`src/rtl/pks_pkg.sv`:
```
`timescale 1ns / 1ps

package pks_pkg;

  localparam int unsigned SLOTS        = 46;
  localparam int unsigned OP_W         = 2;
  localparam int unsigned ADDR_W       = 40;
  localparam int unsigned KEY_W        = 64;
  localparam int unsigned CUR_W        = 6;
  localparam int unsigned SLOT_FIELD_W = 6;
  localparam int unsigned SLOT_W       = $clog2(SLOTS + 1);
  localparam int unsigned IDX_W        = $clog2(SLOTS);

  typedef enum logic [OP_W-1:0] {
    OP_LOOKUP = 2'd0,
    OP_STORE  = 2'd1,
    OP_CLEAR  = 2'd2,
    OP_NEXT   = 2'd3
  } op_e;

  typedef struct packed {
    logic [ADDR_W-1:0] addr;
    logic [KEY_W-1:0]  key_high;
    logic [KEY_W-1:0]  key_low;
  } entry_t;

  localparam int unsigned ENTRY_W = $bits(entry_t);

  typedef struct packed {
    logic             we;
    logic [IDX_W-1:0] waddr;
    entry_t           wdata;
    logic [IDX_W-1:0] raddr;
  } ram_req_t;

  typedef struct packed {
    logic                    found;
    logic [SLOT_FIELD_W-1:0] slot;
    logic [ADDR_W-1:0]       result_address;
    logic [KEY_W-1:0]        result_key_high;
    logic [KEY_W-1:0]        result_key_low;
    logic                    was_cleared;
  } result_t;

endpackage

```
`src/rtl/pks_in_if.sv`:
```
`timescale 1ns / 1ps

interface pks_in_if;
  import pks_pkg::*;

  logic              valid;
  logic              ready;
  logic [OP_W-1:0]   operation;
  logic [ADDR_W-1:0] peer_address;
  logic [KEY_W-1:0]  key_high;
  logic [KEY_W-1:0]  key_low;
  logic [CUR_W-1:0]  cursor;

  modport source (
    output valid, operation, peer_address, key_high, key_low, cursor,
    input  ready
  );

  modport sink (
    input  valid, operation, peer_address, key_high, key_low, cursor,
    output ready
  );
endinterface

```
`src/rtl/pks_engine.sv`:
```
`timescale 1ns / 1ps

module pks_engine (
  input  logic              clk_i,
  input  logic              rst_ni,
  pks_in_if.sink            in_i,
  output pks_pkg::ram_req_t ram_req_o,
  input  pks_pkg::entry_t   ram_rdata_i,
  output pks_pkg::result_t  res_o,
  output logic              res_valid_o,
  input  logic              res_ready_i
);
  import pks_pkg::*;

  typedef enum logic [4:0] {
    ST_IDLE    = 5'b00001,
    ST_SCAN    = 5'b00010,
    ST_CAND_RD = 5'b00100,
    ST_CAND_LT = 5'b01000,
    ST_DONE    = 5'b10000
  } state_e;

  state_e            state_q, state_d;
  logic [SLOT_W-1:0] fill_q, fill_d;
  logic              pend_q, pend_d;
  logic [SLOT_W-1:0] pend_slot_q, pend_slot_d;
  logic [SLOT_W-1:0] cand_q, cand_d;
  logic [SLOT_W-1:0] scan_q, scan_d;
  logic [SLOT_W-1:0] lo_q, lo_d;
  logic              is_next_q, is_next_d;
  logic [ADDR_W-1:0] key_addr_q, key_addr_d;
  result_t           res_q, res_d;

  logic              full;
  logic              issue;
  logic              rd_match;
  logic [CUR_W-1:0]  start_raw;
  logic [SLOT_W-1:0] start;

  assign full      = fill_q >= SLOT_W'(SLOTS);
  assign issue     = scan_q > lo_q;
  assign rd_match  = pend_q && (ram_rdata_i.addr == key_addr_q);
  assign start_raw = (in_i.cursor == '0) ? '0 : in_i.cursor - 1'b1;
  assign start     = (start_raw > CUR_W'(fill_q)) ? fill_q : SLOT_W'(start_raw);

  assign in_i.ready  = (state_q == ST_IDLE);
  assign res_valid_o = (state_q == ST_DONE);
  assign res_o       = res_q;

  always_comb begin
    state_d     = state_q;
    fill_d      = fill_q;
    pend_d      = pend_q;
    pend_slot_d = pend_slot_q;
    cand_d      = cand_q;
    scan_d      = scan_q;
    lo_d        = lo_q;
    is_next_d   = is_next_q;
    key_addr_d  = key_addr_q;
    res_d       = res_q;
    ram_req_o   = '0;

    case (state_q)
      ST_IDLE: begin
        if (in_i.valid) begin
          res_d = '0;
          case (op_e'(in_i.operation))
            OP_LOOKUP: begin
              key_addr_d = in_i.peer_address;
              is_next_d  = 1'b0;
              lo_d       = '0;
              scan_d     = fill_q;
              pend_d     = 1'b0;
              state_d    = (fill_q == '0) ? ST_DONE : ST_SCAN;
            end
            OP_STORE: begin
              ram_req_o.we             = 1'b1;
              ram_req_o.waddr          = full ? '0 : fill_q[IDX_W-1:0];
              ram_req_o.wdata.addr     = in_i.peer_address;
              ram_req_o.wdata.key_high = in_i.key_high;
              ram_req_o.wdata.key_low  = in_i.key_low;
              fill_d                   = full ? SLOT_W'(1) : fill_q + 1'b1;
              res_d.slot               = SLOT_FIELD_W'(fill_d);
              res_d.was_cleared        = full;
              state_d                  = ST_DONE;
            end
            OP_CLEAR: begin
              fill_d  = '0;
              state_d = ST_DONE;
            end
            OP_NEXT: begin
              cand_d  = start;
              state_d = (start == '0) ? ST_DONE : ST_CAND_RD;
            end
            default: begin
              state_d = ST_DONE;
            end
          endcase
        end
      end
      ST_CAND_RD: begin
        ram_req_o.raddr = IDX_W'(cand_q - 1'b1);
        state_d         = ST_CAND_LT;
      end
      ST_CAND_LT: begin
        key_addr_d = ram_rdata_i.addr;
        is_next_d  = 1'b1;
        lo_d       = cand_q;
        scan_d     = fill_q;
        pend_d     = 1'b0;
        state_d    = ST_SCAN;
      end
      ST_SCAN: begin
        pend_d = 1'b0;
        if (issue) begin
          ram_req_o.raddr = IDX_W'(scan_q - 1'b1);
          scan_d          = scan_q - 1'b1;
          pend_d          = 1'b1;
          pend_slot_d     = scan_q;
        end
        if (rd_match) begin
          pend_d = 1'b0;
          if (!is_next_q) begin
            res_d.found           = 1'b1;
            res_d.slot            = SLOT_FIELD_W'(pend_slot_q);
            res_d.result_key_high = ram_rdata_i.key_high;
            res_d.result_key_low  = ram_rdata_i.key_low;
            state_d               = ST_DONE;
          end else if (cand_q == SLOT_W'(1)) begin
            state_d = ST_DONE;
          end else begin
            cand_d  = cand_q - 1'b1;
            state_d = ST_CAND_RD;
          end
        end else if (!issue) begin
          if (is_next_q) begin
            res_d.found          = 1'b1;
            res_d.slot           = SLOT_FIELD_W'(cand_q);
            res_d.result_address = key_addr_q;
          end
          state_d = ST_DONE;
        end
      end
      ST_DONE: begin
        if (res_ready_i) begin
          state_d = ST_IDLE;
        end
      end
      default: begin
        state_d = ST_IDLE;
      end
    endcase
  end

  always_ff @(posedge clk_i or negedge rst_ni) begin
    if (!rst_ni) begin
      state_q <= ST_IDLE;
      fill_q  <= '0;
      pend_q  <= 1'b0;
    end else begin
      state_q <= state_d;
      fill_q  <= fill_d;
      pend_q  <= pend_d;
    end
  end

  always_ff @(posedge clk_i) begin
    pend_slot_q <= pend_slot_d;
    cand_q      <= cand_d;
    scan_q      <= scan_d;
    lo_q        <= lo_d;
    is_next_q   <= is_next_d;
    key_addr_q  <= key_addr_d;
    res_q       <= res_d;
  end

endmodule

```
`src/flat_wrapper.sv`:
```
// flat-port wrapper written by rule: the top's interface ports become plain ports
module pks_engine_flat import pks_pkg::*;
  (clk_i, rst_ni, ram_req_o, ram_rdata_i, res_o, res_valid_o, res_ready_i, in_i_valid, in_i_operation, in_i_peer_address, in_i_key_high, in_i_key_low, in_i_cursor, in_i_ready);
  pks_in_if in_i_i ();
  input  logic clk_i;
  input  logic rst_ni;
  output pks_pkg::ram_req_t ram_req_o;
  input  pks_pkg::entry_t ram_rdata_i;
  output pks_pkg::result_t res_o;
  output logic res_valid_o;
  input  logic res_ready_i;
  input wire logic [$bits(in_i_i.valid)-1:0] in_i_valid;
  input wire logic [$bits(in_i_i.operation)-1:0] in_i_operation;
  input wire logic [$bits(in_i_i.peer_address)-1:0] in_i_peer_address;
  input wire logic [$bits(in_i_i.key_high)-1:0] in_i_key_high;
  input wire logic [$bits(in_i_i.key_low)-1:0] in_i_key_low;
  input wire logic [$bits(in_i_i.cursor)-1:0] in_i_cursor;
  output wire logic [$bits(in_i_i.ready)-1:0] in_i_ready;
  assign in_i_i.valid = in_i_valid;
  assign in_i_i.operation = in_i_operation;
  assign in_i_i.peer_address = in_i_peer_address;
  assign in_i_i.key_high = in_i_key_high;
  assign in_i_i.key_low = in_i_key_low;
  assign in_i_i.cursor = in_i_cursor;
  assign in_i_ready = in_i_i.ready;
  pks_engine u_core (.clk_i(clk_i), .rst_ni(rst_ni), .in_i(in_i_i), .ram_req_o(ram_req_o), .ram_rdata_i(ram_rdata_i), .res_o(res_o), .res_valid_o(res_valid_o), .res_ready_i(res_ready_i));
endmodule
```
`config.mk`:
```
export PLATFORM = sky130hd
export DESIGN_NAME = pks_engine_flat
export DESIGN_NICKNAME = d
export VERILOG_FILES = /design/src/rtl/pks_pkg.sv /design/src/rtl/pks_in_if.sv /design/src/rtl/pks_engine.sv /design/src/flat_wrapper.sv
export SDC_FILE = /design/constraint.sdc
export NUM_CORES = 1
export LEC_CHECK = 0
export BUFFER_PORTS_ARGS = -buffer_cell sky130_fd_sc_hd__buf_4
export CAP_MARGIN = 20
export CORE_AREA = 3 3 276 278
export CTS_BUF_LIST = sky130_fd_sc_hd__clkbuf_4 sky130_fd_sc_hd__clkbuf_8
export DETAILED_ROUTE_END_ITERATION = 6
export DIE_AREA = 0 0 279 281
export PLACE_DENSITY_LB_ADDON = 0.08
export RECOVER_POWER = 25
export SLEW_MARGIN = 30
export SYNTH_ARGS = -nofsm -noshare
export SYNTH_HDL_FRONTEND = slang
export SYNTH_SLANG_ARGS = --single-unit
```
`constraint.sdc`:
```
create_clock -name clk_i -period 9.75 [get_ports clk_i]
set_clock_uncertainty 0.2 [all_clocks]
set_input_delay 0 -clock clk_i [delete_from_list [all_inputs] [get_ports clk_i]]
set_output_delay 0 -clock clk_i [all_outputs]
set_load 0.03 [all_outputs]
```
==> results.md <==
* Grt met3 use at 4.40%
* 1st-iter DRT viols at 442
* GR Util met2 at 31.2%
* Leading cell type in the layout, fill and taps excluded: buf_4
* Synthesized area per cell at 11.7 um^2
* Fin Hold WS at 0.0597 ns
* Placed Area at 18,800 um^2
* Reg area at 7540 um^2
* EDFF count, synth at 241
* Core area at 74,200 um^2
* Max Cap Violations at 1
* RSZ-0062 raised after global routing: no
* Area growth syn-to-layout at 85.6%
* Relative slew margins at 0.287%
* Outcome: complete, but fails checks
* Drc violations at 0
* Final Core Density at 31.1%
* Die X at 279 um
* Worst path arrival time at 5.84 ns
* Pins over their slew limit at 0
* Clock sink total at 253
* Failing checks: max-capacitance violations
* Fillers at 7,920
* Cell area after synthesis at 12,400 um^2
* Vias per cell at 3.86
* Crit path max fanout at 71
* F_max at 173 MHz
* Distinct cells, synth at 60
* Hpwl dp at 51,300 um
* # placed instances at 2,695
* Initial antenna violation count at 10
* Power Density at 238 nW/um^2
* Share of layout cells above drive strength 1 at 28.6%
* Vias in the first global route at 13,300
* Syn_nets at 1,438
* Non-filler instance count after layout at 3,183
* Num rows at 100
* Grt peak-use layer: met2
* Setup TNS at 0 ns
* Nets at 2,541
* DRT antenna net count at 0
* Design area at 23,100 um^2
* Leakage at 9.83 nW
* Global placement routability congestion at 0.842
* Clk root buf: clkbuf_8
* Synth Flop Type: edfxtp_1
* Largest net degree at the start of global routing at 115
* H-tree depth at 2
* Crit Path Class: reg -> reg
* Area of the multi-input gates at 4560 um^2
* GRT overflow at 0
* Peak VDD IR at 0.179 mV
* Port Buf Inserts at 706
* Clk buf depth at 3
* Most frequent cells in the layout: buf_4, dlygate4sd3_1, and2_1, edfxtp_1, clkbuf_1
* Vert. Die Dim at 281 um
* Worst-path clk slew at 0.07 ns
* Critical path required time at 9.80 ns
* Synth Register Bits at 253
* Yosys warns at 0
* First-pass DRT Iterations at 6
* TritonCTS Buffers at 49
* Sequential cell area fraction in the yosys report at 60.7%
* Worst-Margin Slew at 1.50 ns
* Final wirelength at 66,400 um
* DR WL/cell at 20.9 um
* Vias post-DR at 12,300
* Post-synth ARST share at 4.74%
* Crit. End Element: flip-flop
* Worst-Skew Late Latency at 0.62 ns
* Final Critical Period at 5.79 ns
* Startpoint class of the critical path: flip-flop
* Num ports at 707
* Fin crit share at 59.4%
* GRT Resource Usage Total at 16.3%
* Final hold viol count at 0
* Die footprint at 78,400 um^2
* Met1 GRT Util at 16.7%
* First-pass GRT wire length at 92,900 um
* Finish-stage setup viols at 0
* CTS tree: built
* Initial Util at 16.7%
* Tightest Hold Check Type: in -> reg
* Post-synthesis cell count at 1,066
where the power goes:
| part | switching (mW) | internal, mW | leakage [nW] |
|---|---|---|---|
| registers | 0.164 | 1.82 | 2.51 |
| logic | 1.78 | 0.597 | 6.80 |
| clock network | 0.501 | 0.618 | 0.517 |
worst max-delay path, stage by stage (launching register included):
cell and delay [ns]:
dfstp_1 0.57, nor3_1 0.08, nand3b_1 0.08, clkbuf_1 0.95
clkinvlp_2 1.58, o21a_1 0.50, nor2_4 0.10, buf_4 0.62
buf_6 0.60
final cells by class:
| class | instances | share of cell area, % |
|---|---|---|
| inverter | 27 | 0.456 |
| timing repair buffer | 1108 | 37.4 |
| antenna | 7 | 0.0760 |
| sequential | 253 | 32.7 |
| clock inverter | 30 | 1.03 |
| tap | 969 | 5.26 |
| clock buffer | 59 | 3.28 |
| multi-input combinational | 730 | 19.8 |
logic make-up (layout without fill, tap and decap cells):
kind of cell | after synthesis | after routing | synth area share, %
other | 0 | 7 | 0
xor gates and xnor gates | 52 | 52 | 3.67
muxes | 15 | 15 | 1.29
adders and majority gates | 24 | 24 | 2.42
DFF | 253 | 253 | 60.7
buffers and inverters | 83 | 1224 | 2.81
AOI/OAI and AO/OA | 63 | 63 | 3.41
and+or+nand+nor | 576 | 576 | 25.7
Yosys cell counts, types with 11 or more instances:
master,instances,area share [%]
and2_1,343,17
edfxtp_1,241,58
nand2_1,150,4.5
xnor2_1,50,3.5
clkbuf_1,42,1.3
ha_1,24,2.4
inv_1,24,0.73
nor2_1,23,0.69
o21ai_0,14,0.56
nor3_1,12,0.48
dfrtp_1,11,2.2
metal layers:
metal	vias to the layer above	wire length (um)
met5	-	13
met1	5841	24000
met4	2	2720
met2	512	35400
met3	93	4340
li1	5826	-
stage by stage:
stage          setup slack, ns  power, mW
2_1_floorplan             2.24       3.47
3_5_place_dp              4.75       4.62
5_1_grt                   3.36       5.79
3_3_place_gp              4.72       4.62
6_report                  3.96       5.48
4_1_cts                   4.77       5.92
registers in the layout (all words and copies together), names as in the netlist:
signal	cells
u_core.lo_q	6
u_core.pend_slot_q	6
u_core.pend_q	1
u_core.scan_q	6
u_core.res_o	176
u_core.key_addr_q	40
u_core.is_next_q	1
u_core.fill_q	6
u_core.cand_q	6
u_core.state_q	5
timing repair:
action                                 4_1_cts  5_1_grt
resized for setup                            0        0
setup buffers                                0        0
hold buffers                               392        0
endpoints found under the hold margin      217        0
final timing paths:
check                                        from                end  slack (ns)  cells after the start
max in group asynchronous                  rst_ni   u_core.fill_q[5]        8.66                      3
worst max register to register  u_core.state_q[0]  u_core.res_o[122]        3.96                      8
min in group asynchronous                  rst_ni   u_core.fill_q[4]        0.29                      3
worst max-delay path            u_core.state_q[0]  u_core.res_o[122]        3.96                      8
worst min-delay path               ram_rdata_i[6]    u_core.res_o[7]        0.06                      3
worst min register to register      u_core.pend_q      u_core.pend_q        0.28                      1
Note: power is estimated with default switching activity, not from simulation.
