$ cat src/rtl/pks_ram.sv
`timescale 1ns / 1ps

module pks_ram #(
  parameter int unsigned WIDTH = 8,
  parameter int unsigned DEPTH = 16
) (
  input  logic                     clk_i,
  input  logic                     we_i,
  input  logic [$clog2(DEPTH)-1:0] waddr_i,
  input  logic [WIDTH-1:0]         wdata_i,
  input  logic [$clog2(DEPTH)-1:0] raddr_i,
  output logic [WIDTH-1:0]         rdata_o
);

  logic [WIDTH-1:0] mem_q [DEPTH];
  logic [WIDTH-1:0] rdata_q;

  always_ff @(posedge clk_i) begin
    if (we_i) begin
      mem_q[waddr_i] <= wdata_i;
    end
    rdata_q <= mem_q[raddr_i];
  end

  assign rdata_o = rdata_q;

endmodule

$ cat config.mk
export PLATFORM = sky130hd
export DESIGN_NAME = pks_ram
export DESIGN_NICKNAME = d
export VERILOG_FILES = /design/src/rtl/pks_ram.sv
export SDC_FILE = /design/constraint.sdc
export NUM_CORES = 1
export LEC_CHECK = 0
export ABC_AREA = 1
export BUFFER_PORTS_ARGS = -buffer_cell sky130_fd_sc_hd__buf_2
export CELL_PAD_IN_SITES_DETAIL_PLACEMENT = 1
export CELL_PAD_IN_SITES_GLOBAL_PLACEMENT = 2
export CORE_UTILIZATION = 36
export CTS_CLUSTER_SIZE = 16
export DETAILED_ROUTE_END_ITERATION = 8
export HOLD_SLACK_MARGIN = 0.06
export PLACE_DENSITY = 0.81
export SYNTH_ARGS = -nofsm -noshare
export SYNTH_HDL_FRONTEND = slang
export SYNTH_SLANG_ARGS = --single-unit
$ cat constraint.sdc
create_clock -name clk_i -period 1.1 [get_ports clk_i]
set_input_delay 0.11 -clock clk_i [delete_from_list [all_inputs] [get_ports clk_i]]
set_output_delay 0.11 -clock clk_i [all_outputs]
set_load 0.01 [all_outputs]
==> results of run 1 <==
[flip-flops by register name, indices dropped and copies added, names as in the netlist]
name	count
rdata_o	8
mem_q	128
[power groups by stage]
stage	combinational (W)	sequential (W)	clock, W
after global placement	0.000776	0.00594	0
after floorplan	0.000409	0.00595	0
after CTS	0.000812	0.00583	0.00485
after global routing	0.000890	0.00584	0.00500
after detailed placement	0.000804	0.00594	0
final	0.000799	0.00583	0.00472
[synthesized netlist by cell type, drive strengths merged]
library cell | number | area, sq um
buf | 24 | 166.4
dfxtp | 8 | 160.2
edfxtp | 128 | 3844
inv | 102 | 382.9
nand2 | 173 | 649.4
nand3 | 97 | 485.5
nand3b | 2 | 15.01
nor2 | 17 | 63.81
[layer usage]
layer | global-route usage | wire length (um) | vias up
met5 | 0 | 0 | -
met4 | 0.09273 | 386 | 0
met3 | 0.04574 | 702 | 22
met2 | 0.3250 | 7096 | 83
met1 | 0.2434 | 6356 | 1918
li1 | - | - | 1875
[how the worst min path moves through the flow]
stage / startpoint / end / slack, ns / depth (start not counted)
after floorplan: wdata_i[0] / mem_q[0][0] / 0.21 / 0
after global placement: raddr_i[3] / rdata_o[3] / 0.50 / 3
after detailed placement: raddr_i[3] / rdata_o[0] / 0.50 / 3
after CTS: raddr_i[2] / rdata_o[7] / 0.1 / 4
after global routing: wdata_i[2] / mem_q[2][2] / 0.12 / 1
final: raddr_i[2] / rdata_o[2] / 0.11 / 4
[worst register-to-register path, cell delays in order (launching register included)]
cell and delay, ns:
edfxtp_1 0.35, inv_1 0.06, nand2_1 0.04, nand3_1 0.09, nand3_1 0.10, nand3_1 0.18, nand2_1 0.09
[cell families (layout without fill, tap and decap cells)]
kind of cell,Yosys count,in the layout,synth area share
flip-flops,136,136,0.6943
buffers and inverters,126,189,0.09525
AND/OR/NAND/NOR,289,289,0.2105
[metrics by stage]
| step | hold slack [ns] | instances | setup TNS, ns | setup WS [ns] |
|---|---|---|---|---|
| final | 0.1068 | 825 | 0 | 0.03637 |
| after global routing | 0.1186 | 825 | -0.005672 | -0.005372 |
| after CTS | 0.09863 | 825 | 0 | 0.02729 |
| after detailed placement | 0.5008 | 794 | -2.598 | -0.1395 |
| after global placement | 0.5028 | 794 | -1.053 | -0.1045 |
| after floorplan | 0.2089 | 551 | 0 | 0.03916 |
[cells in the final DEF (no fill, tap or decap)]
cell / n
nand2_1: 173
edfxtp_1: 128
inv_1: 100
nand3_1: 95
buf_2: 25
buf_4: 25
nor2_1: 17
clkbuf_16: 17
dfxtp_1: 8
clkinv_1: 7
buf_12: 6
clkbuf_1: 4
inv_2: 2
nand3_2: 2
nand3b_1: 2
clkinv_2: 2
dlygate4sd3_1: 1
[cell type report]
type                    count  area (sq um)
repair buffers             57         442.9
inverters                 102         382.9
flip-flops and latches    136          4004
multi-input cells         289          1224
clock buffers              21         440.4
fillers                  1751          8633
clock inverters             9         36.28
well taps                 211         264.0
[timing repair]
action	CTS	global route
endpoints found under the hold margin	2	0
resized for setup	0	2
hold buffers	1	0
endpoints found under the setup margin	0	2
setup buffers	0	0
==> qor.csv, run 1 <==
stage;metric;value;unit
outcome;outcome;completed;
sta;Slew HR;0.7239;
worst_setup_path;kind of cell adding the most delay to the critical path;buffers and inverters;
power_and_ir_drop;Max VDD drop;0.0008820;V
power_and_ir_drop;power share of the sequential group;0.514;
placed_design;gpl congestion;0.7853;
route;DRC;0;
worst_setup_path;WP data required;1.46;ns
cts;total CTS buffers;17;
worst_setup_path;Setup crit start;raddr_i[3];
worst_setup_path;R2R Path End;rdata_o[4];
power_and_ir_drop;Sw Share;0.2216;
power_and_ir_drop;clock power share;0.416;
min_path;worst min path class;in2reg;
job;maximum capacitance violations;0;
placed_design;dpl cell area;6297;sq um
cts;H-Tree Depth;4;
route;DRT Wirelength;14540;um
cts;clock sinks;136;
route;vias;3898;
route;Initial DRT Pass Iterations;4;
power_and_ir_drop;pwr/cell area;1670;nW/um^2
final_layout;layout cells sized above 1;0.1287;
final_layout;NumNets Final;621;
power_and_ir_drop;P_int;0.008834;W
grt;initial antenna violation count;0;
sta;final hold violation count;0;
die;num ports;26;
sta;fin crit share;0.9669;
route;DR iter-0 viols;177;
die;row cnt;45;
synth;count of cell types in the netlist;12;
worst_setup_path;crit path DAT;1.43;ns
die;Initial Util;0.3738;
worst_setup_path;Cell Chain, Critical Path;dlygate4sd3_1 > buf_2 > inv_1 > nand3_1 > nand2_1;
grt;first-pass GRT wire length;22930;um
power_and_ir_drop;Switch Pwr;0.002514;W
worst_setup_path;crit path max-delay cell type;dlygate4sd3_1;
cts;later-pin clock latency in the skew report;0.42;ns
worst_setup_path;Crit Path Max Fanout;9;
cts;CTS root buf;clkbuf_16;
worst_setup_path;CP bufs+invs;3;
synth;post-synthesis sequential area ratio;0.6943;
grt;largest net degree at the start of global routing;63;
power_and_ir_drop;Logic pwr share;0.070;
sta;Worst-Margin Slew;0.4141;ns
placed_design;detailed placement HPWL;9439;um
worst_setup_path;worst reg2reg path startpoint;mem_q[9][4];
sta;final setup fails;0;
synth;Synth Register Bits;136;
synth;Yosys Warn Count;0;
cts;Clock Path Buffers;2;
power_and_ir_drop;Lkg Pwr;2.942;nW
final_layout;Syn-to-layout area delta;17.81;%
synth;syn nets;569;
sta;Final min period;1.064;ns
route;via/cell ratio;4.725;
worst_setup_path;worst setup path endpoint;rdata_o[1];
placed_design;port bufs;25;
worst_setup_path;R2R Setup Slk;0.07;ns
synth;Synth Cell Area;5767;sq um
final_layout;post-route cell area;6794;sq um
worst_setup_path;Crit. End Element;flip-flop;
worst_setup_path;slowest stage delay, CP;0.53;ns
synth;Syn Inst Count;551;
sta;max-slew violations;0;
sta;max frequency;940.2;MHz
worst_setup_path;crit path launch type;input pin;
route;Routed WL per cell;17.63;um
route;Final ANT Viol Nets;0;
die;Die W;128.6;um
worst_setup_path;critical path type;in2reg;
synth;syn avg cell area;10.47;sq um
worst_setup_path;R2R depth;6;
worst_setup_path;Levels on crit path;5;
die;Die Area;16530;sq um
sta;skew final;0.005194;ns
grt;gr ovfl total;0;
final_layout;final core occ;0.4404;
grt;GR Util All Layers;0.1962;
die;Die Span Y;128.6;um
cts;CTS tree;yes;
cts;clk slew on worst S/H paths;0.06;ns
die;area of the core;15430;sq um
power_and_ir_drop;Pwr Total;0.01135;W
grt;vias in the first global route;4106;
sta;RSZ-0062 raised after global routing;yes;
final_layout;Inserted Diodes;0;
Power figures use the tool's default switching activity.
==> run 2, diff against run 1 <==
ABC_AREA = not set   (was 1)
CORE_UTILIZATION = 43   (was 36)
==> qor.csv, run 2 <==
stage;metric;value;unit
sta;final hold violation count;0;
worst_setup_path;Crit Path Max Fanout;1;
worst_setup_path;R2R Path End;rdata_o[2];
die;Initial Util;0.4451;
worst_setup_path;R2R Setup Slk;-0.19;ns
route;Initial DRT Pass Iterations;6;
route;Final ANT Viol Nets;0;
sta;final setup fails;8;
die;Die Area;12410;sq um
route;DR iter-0 viols;162;
sta;fin crit share;1.175;
route;via/cell ratio;5.500;
outcome;outcome;complete, but fails checks;
min_path;worst min path class;in2reg;
outcome;failing checks;DRC, setup timing;
synth;syn avg cell area;22.48;sq um
sta;Slew HR;0.3339;
sta;max frequency;773.5;MHz
cts;clk slew on worst S/H paths;0.06;ns
cts;H-Tree Depth;4;
synth;ys flop type;edfxtp_1;
route;vias;2475;
die;num ports;26;
min_path;Hold Path Cell Cnt;1;
synth;Synth area leaders;edfxtp_1 (75%), mux4_2 (7.9%), mux4_1 (7.1%), dfxtp_1 (3.1%), a22oi_1 (2.3%);
min_path;hold path startpoint;wdata_i[6];
worst_setup_path;slowest stage delay, CP;0.48;ns
die;Die Span Y;111.4;um
grt;gr ovfl total;0;
power_and_ir_drop;Pwr Total;0.01243;W
final_layout;Inserted Diodes;0;
worst_setup_path;WP data required;1.39;ns
worst_setup_path;crit path launch type;flip-flop;
final_layout;Syn-to-layout area delta;22.63;%
synth;Post-synth top cells;edfxtp_1 (128), mux4_2 (18), a22oi_1 (16), mux4_1 (14), nor2_1 (13);
sta;Final min period;1.293;ns
final_layout;multi-input combinational cell area;1111;sq um
worst_setup_path;R2R depth;3;
final_layout;NumNets Final;313;
worst_setup_path;critical path type;reg2reg;
die;Die W;111.4;um
power_and_ir_drop;pwr/cell area;1969;nW/um^2
synth;Syn Inst Count;229;
final_layout;most common cell after layout, fill and taps aside;edfxtp_1;
power_and_ir_drop;Max VDD drop;0.001038;V
worst_setup_path;Crit. End Element;flip-flop;
sta;Hold Worst Slack;0.08560;ns
synth;syn nets;247;
synth;count of cell types in the netlist;19;
route;DRC;2;
grt;initial antenna violation count;0;
placed_design;port bufs;25;
worst_setup_path;Cell Chain, Critical Path;mux4_2 > a22oi_2 > nand2_1;
synth;Yosys top cell area share;0.7467;
final_layout;layout cells sized above 1;0.4300;
grt;first-pass GRT wire length;17010;um
sta;RSZ-0062 raised after global routing;yes;
synth;Yosys Warn Count;0;
worst_setup_path;crit path DAT;1.58;ns
cts;total CTS buffers;17;
min_path;Worst Hold End;mem_q[6][6];
synth;area leader, netlist;edfxtp_1;
power_and_ir_drop;Lkg Pwr;2.126;nW
cts;later-pin clock latency in the skew report;0.41;ns
cts;clock sinks;136;
sta;skew final;0.006886;ns
die;row cnt;39;
synth;post-synthesis sequential area ratio;0.7778;
final_layout;fillcell total;1015;
synth;Synth Cell Area;5147;sq um
synth;Synth Register Bits;136;
sta;max-slew violations;0;
sta;Worst-Margin Slew;0.9970;ns
cts;Clock Path Buffers;2;
grt;GR Util All Layers;0.1963;
final_layout;Most flops, register;mem_q;
job;maximum capacitance violations;0;
cts;CTS root buf;clkbuf_16;
synth;ys async rst share;0;
placed_design;detailed placement HPWL;7633;um
die;area of the core;11560;sq um
cts;CTS tree;yes;
route;DRT Wirelength;10940;um
final_layout;max reg flops;128;
grt;vias in the first global route;2792;
placed_design;gpl congestion;0.7479;
worst_setup_path;crit path max-delay cell type;mux4_2;
sta;Worst Slack Setup Final;-0.1929;ns
final_layout;sequential cell area;4004;sq um
route;Routed WL per cell;24.31;um
synth;Post-synth EDFFs;128;
worst_setup_path;worst reg2reg path startpoint;mem_q[11][2];
final_layout;most frequent cells in the layout;edfxtp_1 (128), mux4_2 (32), buf_4 (29);
synth;count leader, synth;edfxtp_1;
grt;largest net degree at the start of global routing;17;
[run 2: cell count changes after synthesis, moves of 4 or more]
| cell | change |
|---|---|
| mux4_1 | +14 |
| nor3_1 | +4 |
| inv_1 | -100 |
| buf_2 | -10 |
| a22oi_1 | +16 |
| nand2_1 | -164 |
| nor2_1 | -4 |
| nand3_1 | -96 |
| mux4_2 | +18 |
[run 2: worst max-delay path by stage]
| stage | startpoint | to | slack, ns | depth (start not counted) |
|---|---|---|---|---|
| 2_1_floorplan | waddr_i[2] | mem_q[0][0] | -0.14 | 2 |
| 3_5_place_dp | raddr_i[0] | rdata_o[2] | -0.48 | 5 |
| 5_1_grt | mem_q[11][4] | rdata_o[4] | -0.25 | 3 |
| 3_3_place_gp | raddr_i[0] | rdata_o[2] | -0.45 | 5 |
| 6_report | mem_q[11][2] | rdata_o[2] | -0.19 | 3 |
| 4_1_cts | mem_q[11][4] | rdata_o[4] | -0.21 | 3 |
[run 2: stage by stage]
stage	setup slack, ns	setup TNS, ns	std cells	area, sq um	util
4_1_cts	-0.2096	-1.492	450	6297	0.5445
2_1_floorplan	-0.1431	-1.718	229	5180	-
5_1_grt	-0.2456	-1.764	450	6312	0.5458
3_3_place_gp	-0.4503	-21.00	419	5642	0.4878
3_5_place_dp	-0.4767	-26.20	419	5642	0.4878
6_report	-0.1929	-1.332	450	6312	0.5458
[run 2: cell type report]
type,count,area share
Clock buffer,20,0.06918
Sequential cell,136,0.6343
Tap cell,143,0.02834
Timing Repair Buffer,57,0.06383
Clock inverter,11,0.02834
Multi-Input combinational cell,83,0.1760
[run 2: per-layer routing]
layer / part of all wire / track usage / vias to the layer above
met5: 0 / 0 / -
met4: 0.019 / 0.07658 / 0
met1: 0.44 / 0.2664 / 1302
met2: 0.49 / 0.3083 / 68
met3: 0.049 / 0.04899 / 12
li1: - / - / 1093
[run 2: cells by family after synthesis]
family                 Yosys count  share of synthesized area
buffers and inverters           10                    0.01677
flip-flops                     136                     0.7778
multiplexers                    32                     0.1502
AO/OA/AOI/OAI                   16                    0.02334
AND/OR/NAND/NOR                 35                    0.03184
[run 2: where the power goes]
group          total (W)  internal, W  switching [W]
combinational   0.000643     0.000286       0.000357
sequential       0.00584      0.00580      0.0000444
clock            0.00594      0.00397        0.00197
total             0.0124       0.0101        0.00237
[run 2: repair_timing]
item,CTS,global route
hold buffers,0,0
buffers inserted,0,0
gates resized for setup,8,3
pin swaps,2,2
endpoints found under the setup margin,8,8
[run 2: critical path, delay by kind of cell (launching register included)]
kind	cells	cell delay (ns)
AOI/OAI and AO/OA	1	0.26
DFF	1	0.36
muxes	1	0.48
and+or+nand+nor	1	0.08
==> run 3, diff against run 2 <==
ABC_CLOCK_PERIOD_IN_PS = 1100   (was not set)
CORE_MARGIN = 10   (was not set)
REMOVE_ABC_BUFFERS = 1   (was not set)
==> qor.csv, run 3 (synthesized netlist as in run 2, its figures left out) <==
stage;metric;value;unit
route;Final ANT Viol Nets;0;
worst_setup_path;R2R Path End;rdata_o[5];
worst_setup_path;worst reg2reg path startpoint;mem_q[9][5];
worst_setup_path;crit path launch type;flip-flop;
placed_design;port bufs;25;
final_layout;Most flops, register;mem_q;
sta;Worst-Margin Slew;0.9621;ns
grt;vias in the first global route;2778;
cts;later-pin clock latency in the skew report;0.42;ns
final_layout;max reg flops;128;
worst_setup_path;Cell Chain, Critical Path;mux4_1 > a22oi_1 > nand2_1;
die;Die Span Y;129.4;um
job;maximum capacitance violations;0;
die;row cnt;39;
route;DRT Wirelength;11770;um
min_path;Worst Hold End;mem_q[3][2];
final_layout;layout cells sized above 1;0.3869;
power_and_ir_drop;Max VDD drop;0.0009852;V
cts;total CTS buffers;17;
grt;initial antenna violation count;2;
final_layout;NumNets Final;310;
sta;final setup fails;8;
cts;Clock Path Buffers;2;
sta;Final min period;1.321;ns
worst_setup_path;crit path max-delay cell type;mux4_1;
outcome;outcome;complete, but fails checks;
grt;largest net degree at the start of global routing;25;
sta;fin crit share;1.201;
final_layout;sequential cell area;4004;sq um
worst_setup_path;WP data required;1.39;ns
worst_setup_path;slowest stage delay, CP;0.53;ns
grt;gr ovfl total;0;
power_and_ir_drop;Lkg Pwr;2.111;nW
sta;final hold violation count;0;
route;via/cell ratio;5.616;
final_layout;most frequent cells in the layout;edfxtp_1 (128), mux4_2 (27), buf_2 (25);
route;Initial DRT Pass Iterations;4;
outcome;failing checks;setup timing;
worst_setup_path;crit path DAT;1.61;ns
route;DR iter-0 viols;213;
final_layout;most common cell after layout, fill and taps aside;edfxtp_1;
worst_setup_path;critical path type;reg2reg;
worst_setup_path;kind of cell adding the most delay to the critical path;multiplexers;
route;DRC;0;
die;Initial Util;0.4451;
final_layout;final core occ;0.5400;
worst_setup_path;Crit Path Max Fanout;1;
route;Routed WL per cell;26.16;um
final_layout;fillcell total;1009;
cts;clk slew on worst S/H paths;0.06;ns
worst_setup_path;Setup crit start;mem_q[9][5];
route;vias;2527;
worst_setup_path;R2R Setup Slk;-0.22;ns
cts;CTS root buf;clkbuf_16;
final_layout;Syn-to-layout area delta;21.32;%
die;num ports;26;
sta;Slew HR;0.3562;
sta;max-slew violations;0;
power_and_ir_drop;Pwr Total;0.01191;W
cts;clock sinks;136;
power_and_ir_drop;pwr/cell area;1908;nW/um^2
sta;RSZ-0062 raised after global routing;yes;
cts;post-CTS setup buffer count;0;
sta;max frequency;757.0;MHz
min_path;Hold Path Cell Cnt;1;
placed_design;gpl congestion;0.7636;
die;area of the core;11560;sq um
cts;CTS tree;yes;
die;Die Area;16750;sq um
die;Die W;129.4;um
worst_setup_path;Crit. End Element;flip-flop;
worst_setup_path;R2R depth;3;
cts;H-Tree Depth;4;
worst_setup_path;CP bufs+invs;0;
placed_design;detailed placement HPWL;7460;um
final_layout;multi-input combinational cell area;1084;sq um
min_path;worst min path class;in2reg;
sta;skew final;0.007033;ns
grt;first-pass GRT wire length;17770;um
grt;GR Util All Layers;0.1495;
sta;Worst Slack Setup Final;-0.2209;ns
min_path;hold path startpoint;wdata_i[2];
-- run 3: cell types whose count changed in the layout (fill, tap and decap cells not counted), moves of 4 or more --
cell,before,now
mux4_1,0,5
nor3_1,0,4
mux4_2,32,27
buf_4,29,24
bufinv_16,5,1
clkbuf_8,0,6
-- run 3: how the worst max path moves through the flow --
stage,end,slack [ns],cells after the start
3_5_place_dp,rdata_o[5],-0.59,5
4_1_cts,rdata_o[5],-0.24,3
2_1_floorplan,mem_q[0][0],-0.50,2
3_3_place_gp,rdata_o[5],-0.52,5
6_report,rdata_o[5],-0.22,3
5_1_grt,rdata_o[1],-0.26,3
-- run 3: per-layer routing --
metal  vias to the layer above  share of wire  global-route usage
li1                       1098              -                   -
met1                      1344           0.43              0.1873
met2                        71           0.51              0.2400
met3                        14          0.053             0.04812
met4                         0          0.013             0.05423
met5                         -              0                   0
-- run 3: per-stage QoR --
step / setup TNS [ns] / hold WS, ns / area [sq um] / setup slack (ns) / std cells
detailed placement: -22.38 / 0.5127 / 5645 / -0.5926 / 416
floorplan: -15.05 / 0.2089 / 5061 / -0.5029 / 219
global route: -1.687 / 0.07990 / 6240 / -0.2621 / 448
finish: -1.322 / 0.07795 / 6245 / -0.2209 / 450
global placement: -18.57 / 0.4908 / 5645 / -0.5169 / 416
CTS: -1.524 / 0.07734 / 6217 / -0.2367 / 448
-- run 3: where the power goes --
part / internal (W) / switching, W / leakage, nW / total [W]
logic: 0.000288 / 0.000355 / 0.610 / 0.000642
clock network: 0.00346 / 0.00197 / 0.277 / 0.00543
registers: 0.00580 / 0.0000423 / 1.22 / 0.00584
-- run 3: timing repair --
action | 4_1_cts | 5_1_grt
hold buffers | 0 | 0
endpoints found under the hold margin | 0 | 0
endpoints found under the setup margin | 8 | 8
pin swaps | 9 | 3
resized for setup | 13 | 8
-- run 3: cell type report --
type,count,area share
sequential,136,0.6412
multi-input combinational,83,0.1735
clock buffer,29,0.08495
timing repair buffer,54,0.06492
tap,143,0.02865
clock inverter,3,0.006011
antenna,2,0.0008014
